==> src/hdl/lpbm_pkg.sv <==
// lpbm_pkg: shared types and constants for the layer priority blend mixer
// used by lpbm_cell, lpbm_blend and layer_priority_blend_mixer; no dependencies
package lpbm_pkg;

    localparam int NumLayersDefault = 7;
    localparam int RegLayers        = 7;
    localparam int PriW             = 3;
    localparam int RatioW           = 6;
    localparam int RgbW             = 24;
    localparam int PixW             = 25;
    localparam int CfgIdxW          = 3;
    localparam int CfgDataW         = 42;
    localparam int MaskW            = 7;
    localparam int PriRegW          = 21;
    localparam int RatioRegW        = 42;

    localparam logic [5:0] RatioFull = 6'd32;

    localparam logic [MaskW-1:0]     EnableReset = 7'd64;
    localparam logic [PriRegW-1:0]   PriReset    = '0;
    localparam logic [MaskW-1:0]     CcReset     = '0;
    localparam logic [RatioRegW-1:0] RatioReset  = '0;
    localparam logic [RgbW-1:0]      BackReset   = '0;

    localparam logic [CfgIdxW-1:0] CFG_ENABLE = 3'd0;
    localparam logic [CfgIdxW-1:0] CFG_PRI    = 3'd1;
    localparam logic [CfgIdxW-1:0] CFG_CC     = 3'd2;
    localparam logic [CfgIdxW-1:0] CFG_RATIO  = 3'd3;
    localparam logic [CfgIdxW-1:0] CFG_BACK   = 3'd4;

    typedef logic [PixW-1:0] t_pix;

    typedef struct packed {
        logic [PixW-1:0] pixel_nbg0;
        logic [PixW-1:0] pixel_nbg1;
        logic [PixW-1:0] pixel_nbg2;
        logic [PixW-1:0] pixel_nbg3;
        logic [PixW-1:0] pixel_rotation;
        logic [PixW-1:0] pixel_sprite;
        logic [PixW-1:0] pixel_backdrop;
    } t_in;

    typedef struct packed {
        logic [7:0] out_red;
        logic [7:0] out_green;
        logic [7:0] out_blue;
    } t_out;

    typedef struct packed {
        logic              en;
        logic [PriW-1:0]   pri;
        logic              cc;
        logic [RatioW-1:0] ratio;
    } t_layer_cfg;

    typedef struct packed {
        logic              have_top;
        logic [PriW-1:0]   top_pri;
        logic [RgbW-1:0]   top_rgb;
        logic              top_cc;
        logic [RatioW-1:0] top_ratio;
        logic              have_sec;
        logic [PriW-1:0]   sec_pri;
        logic [RgbW-1:0]   sec_rgb;
    } t_acc;

endpackage

==> src/hdl/layer_priority_blend_mixer.sv <==
// layer_priority_blend_mixer: top level of the priority layer compositor
// depends on lpbm_pkg, lpbm_cell and lpbm_blend

// Takes one request per clock while o_in_ready is high and returns one output
// pixel per request, in order. Each request walks a chain of NUM_LAYERS cells,
// one per layer, each keeping the best and second-best layer seen so far, then one
// blend stage with the output register. Every stage holds its own valid bit, so a
// stall on the output only stops the stages that are full. Layers from index 7
// upward have no register bits and stay disabled. Configuration is written through
// i_cfg_we/i_cfg_idx/i_cfg_data and must only change while no request is in flight.
module layer_priority_blend_mixer #(
    parameter int NUM_LAYERS = lpbm_pkg::NumLayersDefault
) (
    input  logic                           i_clk,
    input  logic                           i_rst_n,
    input  logic                           i_cfg_we,
    input  logic [lpbm_pkg::CfgIdxW-1:0]   i_cfg_idx,
    input  logic [lpbm_pkg::CfgDataW-1:0]  i_cfg_data,
    input  logic                           i_in_valid,
    output logic                           o_in_ready,
    input  lpbm_pkg::t_in                  i_in_data,
    output logic                           o_out_valid,
    input  logic                           i_out_ready,
    output lpbm_pkg::t_out                 o_out_data
);

    logic [lpbm_pkg::MaskW-1:0]     r_enable;
    logic [lpbm_pkg::PriRegW-1:0]   r_pri;
    logic [lpbm_pkg::MaskW-1:0]     r_cc;
    logic [lpbm_pkg::RatioRegW-1:0] r_ratio;
    logic [lpbm_pkg::RgbW-1:0]      r_back;

    always_ff @(posedge i_clk) begin
        if (!i_rst_n) begin
            r_enable <= lpbm_pkg::EnableReset;
            r_pri    <= lpbm_pkg::PriReset;
            r_cc     <= lpbm_pkg::CcReset;
            r_ratio  <= lpbm_pkg::RatioReset;
            r_back   <= lpbm_pkg::BackReset;
        end else if (i_cfg_we) begin
            unique case (i_cfg_idx)
                lpbm_pkg::CFG_ENABLE: r_enable <= i_cfg_data[lpbm_pkg::MaskW-1:0];
                lpbm_pkg::CFG_PRI:    r_pri    <= i_cfg_data[lpbm_pkg::PriRegW-1:0];
                lpbm_pkg::CFG_CC:     r_cc     <= i_cfg_data[lpbm_pkg::MaskW-1:0];
                lpbm_pkg::CFG_RATIO:  r_ratio  <= i_cfg_data[lpbm_pkg::RatioRegW-1:0];
                lpbm_pkg::CFG_BACK:   r_back   <= i_cfg_data[lpbm_pkg::RgbW-1:0];
                default: ;
            endcase
        end
    end

    logic                 stg_valid [NUM_LAYERS+1];
    logic                 stg_ready [NUM_LAYERS+1];
    lpbm_pkg::t_acc       stg_acc   [NUM_LAYERS+1];
    lpbm_pkg::t_pix       stg_pix   [NUM_LAYERS+1][NUM_LAYERS];
    lpbm_pkg::t_pix       in_pix    [lpbm_pkg::RegLayers];
    lpbm_pkg::t_layer_cfg layer_cfg [NUM_LAYERS];

    assign in_pix[0] = i_in_data.pixel_nbg0;
    assign in_pix[1] = i_in_data.pixel_nbg1;
    assign in_pix[2] = i_in_data.pixel_nbg2;
    assign in_pix[3] = i_in_data.pixel_nbg3;
    assign in_pix[4] = i_in_data.pixel_rotation;
    assign in_pix[5] = i_in_data.pixel_sprite;
    assign in_pix[6] = i_in_data.pixel_backdrop;

    assign stg_valid[0] = i_in_valid;
    assign o_in_ready   = stg_ready[0];
    assign stg_acc[0]   = '0;

    for (genvar g = 0; g < NUM_LAYERS; g++) begin : g_layer
        if (g < lpbm_pkg::RegLayers) begin : g_reg
            assign stg_pix[0][g]       = in_pix[g];
            assign layer_cfg[g].en     = r_enable[g];
            assign layer_cfg[g].pri    = r_pri[lpbm_pkg::PriW*g +: lpbm_pkg::PriW];
            assign layer_cfg[g].cc     = r_cc[g];
            assign layer_cfg[g].ratio  = r_ratio[lpbm_pkg::RatioW*g +: lpbm_pkg::RatioW];
        end else begin : g_none
            assign stg_pix[0][g] = '0;
            assign layer_cfg[g]  = '0;
        end

        lpbm_cell #(
            .NL  (NUM_LAYERS),
            .IDX (g)
        ) u_cell (
            .i_clk   (i_clk),
            .i_rst_n (i_rst_n),
            .i_valid (stg_valid[g]),
            .o_ready (stg_ready[g]),
            .i_acc   (stg_acc[g]),
            .i_pix   (stg_pix[g]),
            .i_layer (layer_cfg[g]),
            .o_valid (stg_valid[g+1]),
            .i_ready (stg_ready[g+1]),
            .o_acc   (stg_acc[g+1]),
            .o_pix   (stg_pix[g+1])
        );
    end

    lpbm_blend u_blend (
        .i_clk   (i_clk),
        .i_rst_n (i_rst_n),
        .i_valid (stg_valid[NUM_LAYERS]),
        .o_ready (stg_ready[NUM_LAYERS]),
        .i_acc   (stg_acc[NUM_LAYERS]),
        .i_back  (r_back),
        .o_valid (o_out_valid),
        .i_ready (i_out_ready),
        .o_out   (o_out_data)
    );

endmodule

==> src/hdl/lpbm_cell.sv <==
// lpbm_cell: one layer stage of the priority chain, keeps the best two layers
// depends on lpbm_pkg
module lpbm_cell #(
    parameter int NL  = lpbm_pkg::NumLayersDefault,
    parameter int IDX = 0
) (
    input  logic                i_clk,
    input  logic                i_rst_n,
    input  logic                i_valid,
    output logic                o_ready,
    input  lpbm_pkg::t_acc      i_acc,
    input  lpbm_pkg::t_pix      i_pix [NL],
    input  lpbm_pkg::t_layer_cfg i_layer,
    output logic                o_valid,
    input  logic                i_ready,
    output lpbm_pkg::t_acc      o_acc,
    output lpbm_pkg::t_pix      o_pix [NL]
);

    logic           r_valid;
    lpbm_pkg::t_acc r_acc;
    lpbm_pkg::t_acc n_acc;
    lpbm_pkg::t_pix r_pix [NL];
    logic           live;
    logic           advance;

    assign live    = i_layer.en & i_pix[IDX][lpbm_pkg::PixW-1];
    assign advance = !r_valid || i_ready;
    assign o_ready = advance;

    always_comb begin
        n_acc = i_acc;
        if (live) begin
            if (!i_acc.have_top || (i_layer.pri > i_acc.top_pri)) begin
                n_acc.have_sec  = i_acc.have_top;
                n_acc.sec_pri   = i_acc.top_pri;
                n_acc.sec_rgb   = i_acc.top_rgb;
                n_acc.have_top  = 1'b1;
                n_acc.top_pri   = i_layer.pri;
                n_acc.top_rgb   = i_pix[IDX][lpbm_pkg::RgbW-1:0];
                n_acc.top_cc    = i_layer.cc;
                n_acc.top_ratio = i_layer.ratio;
            end else if (!i_acc.have_sec || (i_layer.pri > i_acc.sec_pri)) begin
                n_acc.have_sec = 1'b1;
                n_acc.sec_pri  = i_layer.pri;
                n_acc.sec_rgb  = i_pix[IDX][lpbm_pkg::RgbW-1:0];
            end
        end
    end

    always_ff @(posedge i_clk) begin
        if (!i_rst_n) begin
            r_valid <= 1'b0;
        end else if (advance) begin
            r_valid <= i_valid;
        end
    end

    always_ff @(posedge i_clk) begin
        if (advance && i_valid) begin
            r_acc <= n_acc;
            r_pix <= i_pix;
        end
    end

    assign o_valid = r_valid;
    assign o_acc   = r_acc;
    assign o_pix   = r_pix;

endmodule

==> src/hdl/lpbm_blend.sv <==
// lpbm_blend: final choice and per-channel blend into the output register
// depends on lpbm_pkg
module lpbm_blend (
    input  logic                       i_clk,
    input  logic                       i_rst_n,
    input  logic                       i_valid,
    output logic                       o_ready,
    input  lpbm_pkg::t_acc             i_acc,
    input  logic [lpbm_pkg::RgbW-1:0]  i_back,
    output logic                       o_valid,
    input  logic                       i_ready,
    output lpbm_pkg::t_out             o_out
);

    function automatic logic [7:0] mix(input logic [7:0] a, input logic [7:0] b,
                                       input logic [5:0] ra, input logic [5:0] rb);
        logic [13:0] sum;
        sum = 14'(a) * 14'(ra) + 14'(b) * 14'(rb);
        return sum[12:5];
    endfunction

    logic                      r_valid;
    lpbm_pkg::t_out            r_out;
    logic [5:0]                ratio;
    logic [5:0]                inv;
    logic [lpbm_pkg::RgbW-1:0] rgb;
    logic                      advance;

    assign advance = !r_valid || i_ready;
    assign o_ready = advance;
    assign ratio   = (i_acc.top_ratio > lpbm_pkg::RatioFull) ? lpbm_pkg::RatioFull
                                                             : i_acc.top_ratio;
    assign inv     = lpbm_pkg::RatioFull - ratio;

    always_comb begin
        if (!i_acc.have_top) begin
            rgb = i_back;
        end else if (!i_acc.top_cc || !i_acc.have_sec) begin
            rgb = i_acc.top_rgb;
        end else begin
            rgb = {mix(i_acc.top_rgb[23:16], i_acc.sec_rgb[23:16], ratio, inv),
                   mix(i_acc.top_rgb[15:8],  i_acc.sec_rgb[15:8],  ratio, inv),
                   mix(i_acc.top_rgb[7:0],   i_acc.sec_rgb[7:0],   ratio, inv)};
        end
    end

    always_ff @(posedge i_clk) begin
        if (!i_rst_n) begin
            r_valid <= 1'b0;
        end else if (advance) begin
            r_valid <= i_valid;
        end
    end

    always_ff @(posedge i_clk) begin
        if (advance && i_valid) begin
            r_out.out_red   <= rgb[23:16];
            r_out.out_green <= rgb[15:8];
            r_out.out_blue  <= rgb[7:0];
        end
    end

    assign o_valid = r_valid;
    assign o_out   = r_out;

endmodule

==> config.mk <==
export PLATFORM = sky130hd
export DESIGN_NAME = layer_priority_blend_mixer
export DESIGN_NICKNAME = d
export VERILOG_FILES = /design/src/hdl/lpbm_pkg.sv /design/src/hdl/layer_priority_blend_mixer.sv /design/src/hdl/lpbm_cell.sv /design/src/hdl/lpbm_blend.sv
export SDC_FILE = /design/constraint.sdc
export NUM_CORES = 2
export LEC_CHECK = 0
export BUFFER_PORTS_ARGS = -buffer_cell sky130_fd_sc_hd__buf_4
export CAP_MARGIN = 20
export CORE_MARGIN = 2
export CORE_UTILIZATION = 56
export DETAILED_ROUTE_END_ITERATION = 10
export GPL_TIMING_DRIVEN = 0
export HOLD_SLACK_MARGIN = 0.08
export MAX_ROUTING_LAYER = met4
export PLACE_DENSITY = 0.74
export SLEW_MARGIN = 20
export SYNTH_ARGS = -nofsm -noshare
export SYNTH_HDL_FRONTEND = slang
export SYNTH_SLANG_ARGS = --single-unit
export TNS_END_PERCENT = 20
==> constraint.sdc <==
create_clock -name i_clk -period 22 [get_ports i_clk]
set_clock_uncertainty 0.2 [all_clocks]
set_input_delay 1.1 -clock i_clk [delete_from_list [all_inputs] [get_ports i_clk]]
set_output_delay 1.1 -clock i_clk [all_outputs]
set_load 0.1 [all_outputs]
==> flow_metrics.env <==
export IMPL_status="completed"
export IMPL_die_y_um=298
export IMPL_synthCells=3429
export IMPL_post_route_min_period_ns=8.87
export IMPL_final_hold_viol_count=0
export IMPL_yosysTopAreaCellShare_pct=59.4
export IMPL_rrSetupSlack_ns=13.13
export IMPL_drive_above_1_share_pct=17.8
export IMPL_cp_slowest_stage_delay_ns=0.76
export IMPL_worst_ir_drop_vdd_mv=0.0765
export IMPL_numCtsBuffers=104
export IMPL_finalCritPeriodShare_pct=40.3
export IMPL_holdPathStages=0
export IMPL_drt_iter0_drc=2095
export IMPL_cts_path_max_buffers=3
export IMPL_gp_congestion=0.922
export IMPL_die_w_um=298
export IMPL_cp_arrival_ns=9.01
export IMPL_io_buffers=249
export IMPL_area_growth_pct=16.1
export IMPL_wl_met3_mm=6.14
export IMPL_antenna_found_initial=1
export IMPL_setup_tns_ns=0
export IMPL_htree_levels=3
export IMPL_clkLatencyLatePin_ns=0.66
export IMPL_coreArea_um2=85400
export IMPL_min_from="g_layer[1].u_cell.o_pix[27]$_DFFE_PP_"
export IMPL_worstPathMaxFanout=10
export IMPL_power_mw=4.27
export IMPL_crit_type="flop to flop"
export IMPL_crit_chain="buf_2 -> nor2b_1 -> clkbuf_1 -> inv_1 -> ha_1 -> xnor2_1 -> clkbuf_1 -> nand2_1 -> fa_1 -> inv_1 -> fa_1 -> fa_1 -> fa_1 -> inv_1 -> fa_1 -> inv_1 -> ha_1 -> a21oi_1 -> nand2_1 -> a221oi_4 -> o21ai_1 -> xnor2_1 -> o21ai_0"
export IMPL_syn_nets=3979
export IMPL_yosys_top_cells_area="edfxtp_1 59%, fa_1 8.1%, mux2_2 4.6%, dfxtp_1 4.5%, nand2_1 4.3%"
export IMPL_setup_viol=0
export IMPL_syn_area_per_cell_um2=14.1
export IMPL_required_ns=22.14
export IMPL_post_drt_via_cell_ratio=5.45
export IMPL_tritoncts="yes"
export IMPL_slowest_stage="nor2b_1"
export IMPL_cts_sinks=1065
export IMPL_worst_pin_slew_ns=1.01
export IMPL_grt_pass1_wl_mm=165
export IMPL_dp_hpwl_mm=77.9
export IMPL_r2r_cells=23
export IMPL_cp_start_kind="flop"
export IMPL_overflow=0
export IMPL_worstSetupEndpointType="flop"
export IMPL_cp_top_family="adder cells"
export IMPL_rr_endpoint="u_blend.o_out[15]$_DFFE_PP_"
export IMPL_final_antenna_net_count=0
export IMPL_fmax_ghz=0.113
export IMPL_placed_cell_area_um2=52600
export IMPL_post_cts_setup_buffers=0
export IMPL_wl_met1_mm=43.1
export IMPL_yosys_area_top_type="edfxtp_1"
export IMPL_fillers=6051
export IMPL_synth_cell_types=54
export IMPL_drt_wl_total_mm=107
export IMPL_critPathMostFrequentCell="fa_1"
export IMPL_holdPathEnd="g_layer[2].u_cell.o_pix[27]$_DFFE_PP_"
export IMPL_fin_area_um2=56100
export IMPL_start_util_pct=56.6
export IMPL_max_cap_violations=0
export IMPL_boundaryPins=251
export IMPL_holdCritPathClass="flop to flop"
export IMPL_top_layer_used="met4"
export IMPL_drc_errors=0
export IMPL_ys_seq_area_share_pct=63.9
export IMPL_ys_ff_latch=1065
export IMPL_cts_resized=0
export IMPL_timing_rr_start="g_layer[6].u_cell.o_acc[33]$_DFFE_PP_"
export IMPL_clk_pin_slew_worst_paths_ns=0.07
export IMPL_crit_buf_inv=7
export IMPL_yosys_warnings=0
export IMPL_power_leakage_nw=20.7
export IMPL_powerDensity_nw_per_um2=76.1
export IMPL_ys_async_sr_fraction_pct=0
export IMPL_met2_length_mm=54.0
export IMPL_nets=4368
export IMPL_netlist_area_um2=48400
export IMPL_drv_slew=0
export IMPL_post_drt_wl_per_cell_um=21.2
export IMPL_grt_pass1_vias=28336
export IMPL_synth_edff_count=956
export IMPL_rsz0062_at_grt="no"
export IMPL_critical_path_depth=23
export IMPL_die_area_um2=88700
export IMPL_grt_max_degree=54
export IMPL_root_buffer="clkbuf_16"
export IMPL_vias=27539
export IMPL_ctsHoldBuffers=0
export IMPL_dr_pass1_iters=5
export IMPL_synthFlopType="edfxtp_1"
export IMPL_synth_most_common_cell="edfxtp_1"
export IMPL_grt_usage_pct=25.2
export IMPL_synth_common_cells="956 x edfxtp_1, 556 x nand2_1, 297 x inv_1, 198 x mux2_2, 195 x fa_1"
export IMPL_slew_limit_headroom_pct=32.5
export IMPL_num_rows=107
## kinds of logic (layout without fill, tap and decap cells)
| family | Yosys count | count (layout) | share of synthesized area (%) |
|---|---|---|---|
| xor+xnor | 44 | 44 | 0.797 |
| simple gates | 828 | 828 | 7.57 |
| mux | 364 | 364 | 8.05 |
| other cells | 0 | 1 | 0 |
| buf+inv | 439 | 917 | 3.54 |
| compound gates | 364 | 364 | 4.72 |
| fa+ha+maj | 325 | 325 | 11.4 |
| flops | 1065 | 1065 | 63.9 |
## sequential cells by signal (all words and copies together) (netlist names)
register / flops
g_layer.u_cell.o_pix: 525
g_layer.u_cell.o_acc: 407
r_ratio: 42
r_back: 24
u_blend.o_out: 24
r_pri: 21
g_layer.u_cell.o_valid: 7
r_cc: 7
r_enable: 7
u_blend.o_valid: 1
## final cells by class
class                           count  area, um^2  share of cell area [%]
Multi-Input combinational cell   1925       15800                    28.2
Buffer                            141         592                    1.05
Antenna cell                        1        2.50                 0.00446
Tap cell                         1144        1430                    2.55
Clock buffer                      124        2770                    4.94
Inverter                          298        1120                    1.99
Clock inverter                     71         776                    1.38
Sequential cell                  1065       30900                    55.0
Timing Repair Buffer              283        2720                    4.84
## stage by stage
stage,hold slack (ns),setup slack [ns],std cells,utilization [%]
6_report,0.201,13.13,5052,65.7
5_1_grt,0.213,12.90,5051,65.7
4_1_cts,0.201,13.24,5051,65.7
3_5_place_dp,0.205,13.28,4856,61.5
3_3_place_gp,0.200,4.45,4822,60.5
2_1_floorplan,0.200,9.32,3429,-
## metal layers
layer,up-vias,global-route usage (%)
li1,12767,-
met1,13645,31.9
met2,919,42.1
met3,208,3.38
met4,0,8.90
met5,-,-
## placed cells by master (no fill, tap or decap), drive strengths merged, types with 34 or more instances in the layout
cell type	synthesis	routed
o21ai	175	175
clkbuf	103	227
inv	298	305
clkinv	0	40
buf	38	321
a21boi	97	97
nor2	45	45
fa	195	195
nor2b	39	39
mux2i	166	166
edfxtp	956	956
nand2	556	556
ha	130	130
mux2	198	198
dfxtp	109	109
and2	104	104
a21oi	34	34
and3	39	39
## worst register-to-register path, stage by stage (launching register included)
cell and delay (ns):
edfxtp_1 0.59, buf_2 0.31, nor2b_1 0.76, clkbuf_1 0.53, inv_1 0.10, ha_1 0.24, xnor2_1 0.76, clkbuf_1 0.56
nand2_1 0.15, fa_1 0.50, inv_1 0.06, fa_1 0.57, fa_1 0.43, fa_1 0.49, inv_1 0.05, fa_1 0.47
inv_1 0.04, ha_1 0.33, a21oi_1 0.16, nand2_1 0.11, a221oi_4 0.41, o21ai_1 0.14, xnor2_1 0.33, o21ai_0 0.25
## how the worst max path moves through the flow
| stage | from | end | slack [ns] |
|---|---|---|---|
| floorplan | i_out_ready | g_layer[3].u_cell.o_acc[0]$_DFFE_PP_ | 9.32 |
| CTS | g_layer[6].u_cell.o_acc[33]$_DFFE_PP_ | u_blend.o_out[15]$_DFFE_PP_ | 13.24 |
| detailed placement | g_layer[6].u_cell.o_acc[33]$_DFFE_PP_ | u_blend.o_out[15]$_DFFE_PP_ | 13.28 |
| finish | g_layer[6].u_cell.o_acc[33]$_DFFE_PP_ | u_blend.o_out[15]$_DFFE_PP_ | 13.13 |
| global route | g_layer[6].u_cell.o_acc[33]$_DFFE_PP_ | u_blend.o_out[15]$_DFFE_PP_ | 12.90 |
| global placement | i_out_ready | g_layer[3].u_cell.o_pix[10]$_DFFE_PP_ | 4.45 |
## power breakdown
| group | leakage [nW] | switching (mW) | internal (mW) |
|---|---|---|---|
| logic | 9.17 | 0.0874 | 0.0741 |
| clock network | 1.70 | 0.768 | 1.06 |
| registers | 9.80 | 0.0253 | 2.26 |
| total | 20.7 | 0.881 | 3.39 |
Note: power is estimated with default switching activity, not from simulation.
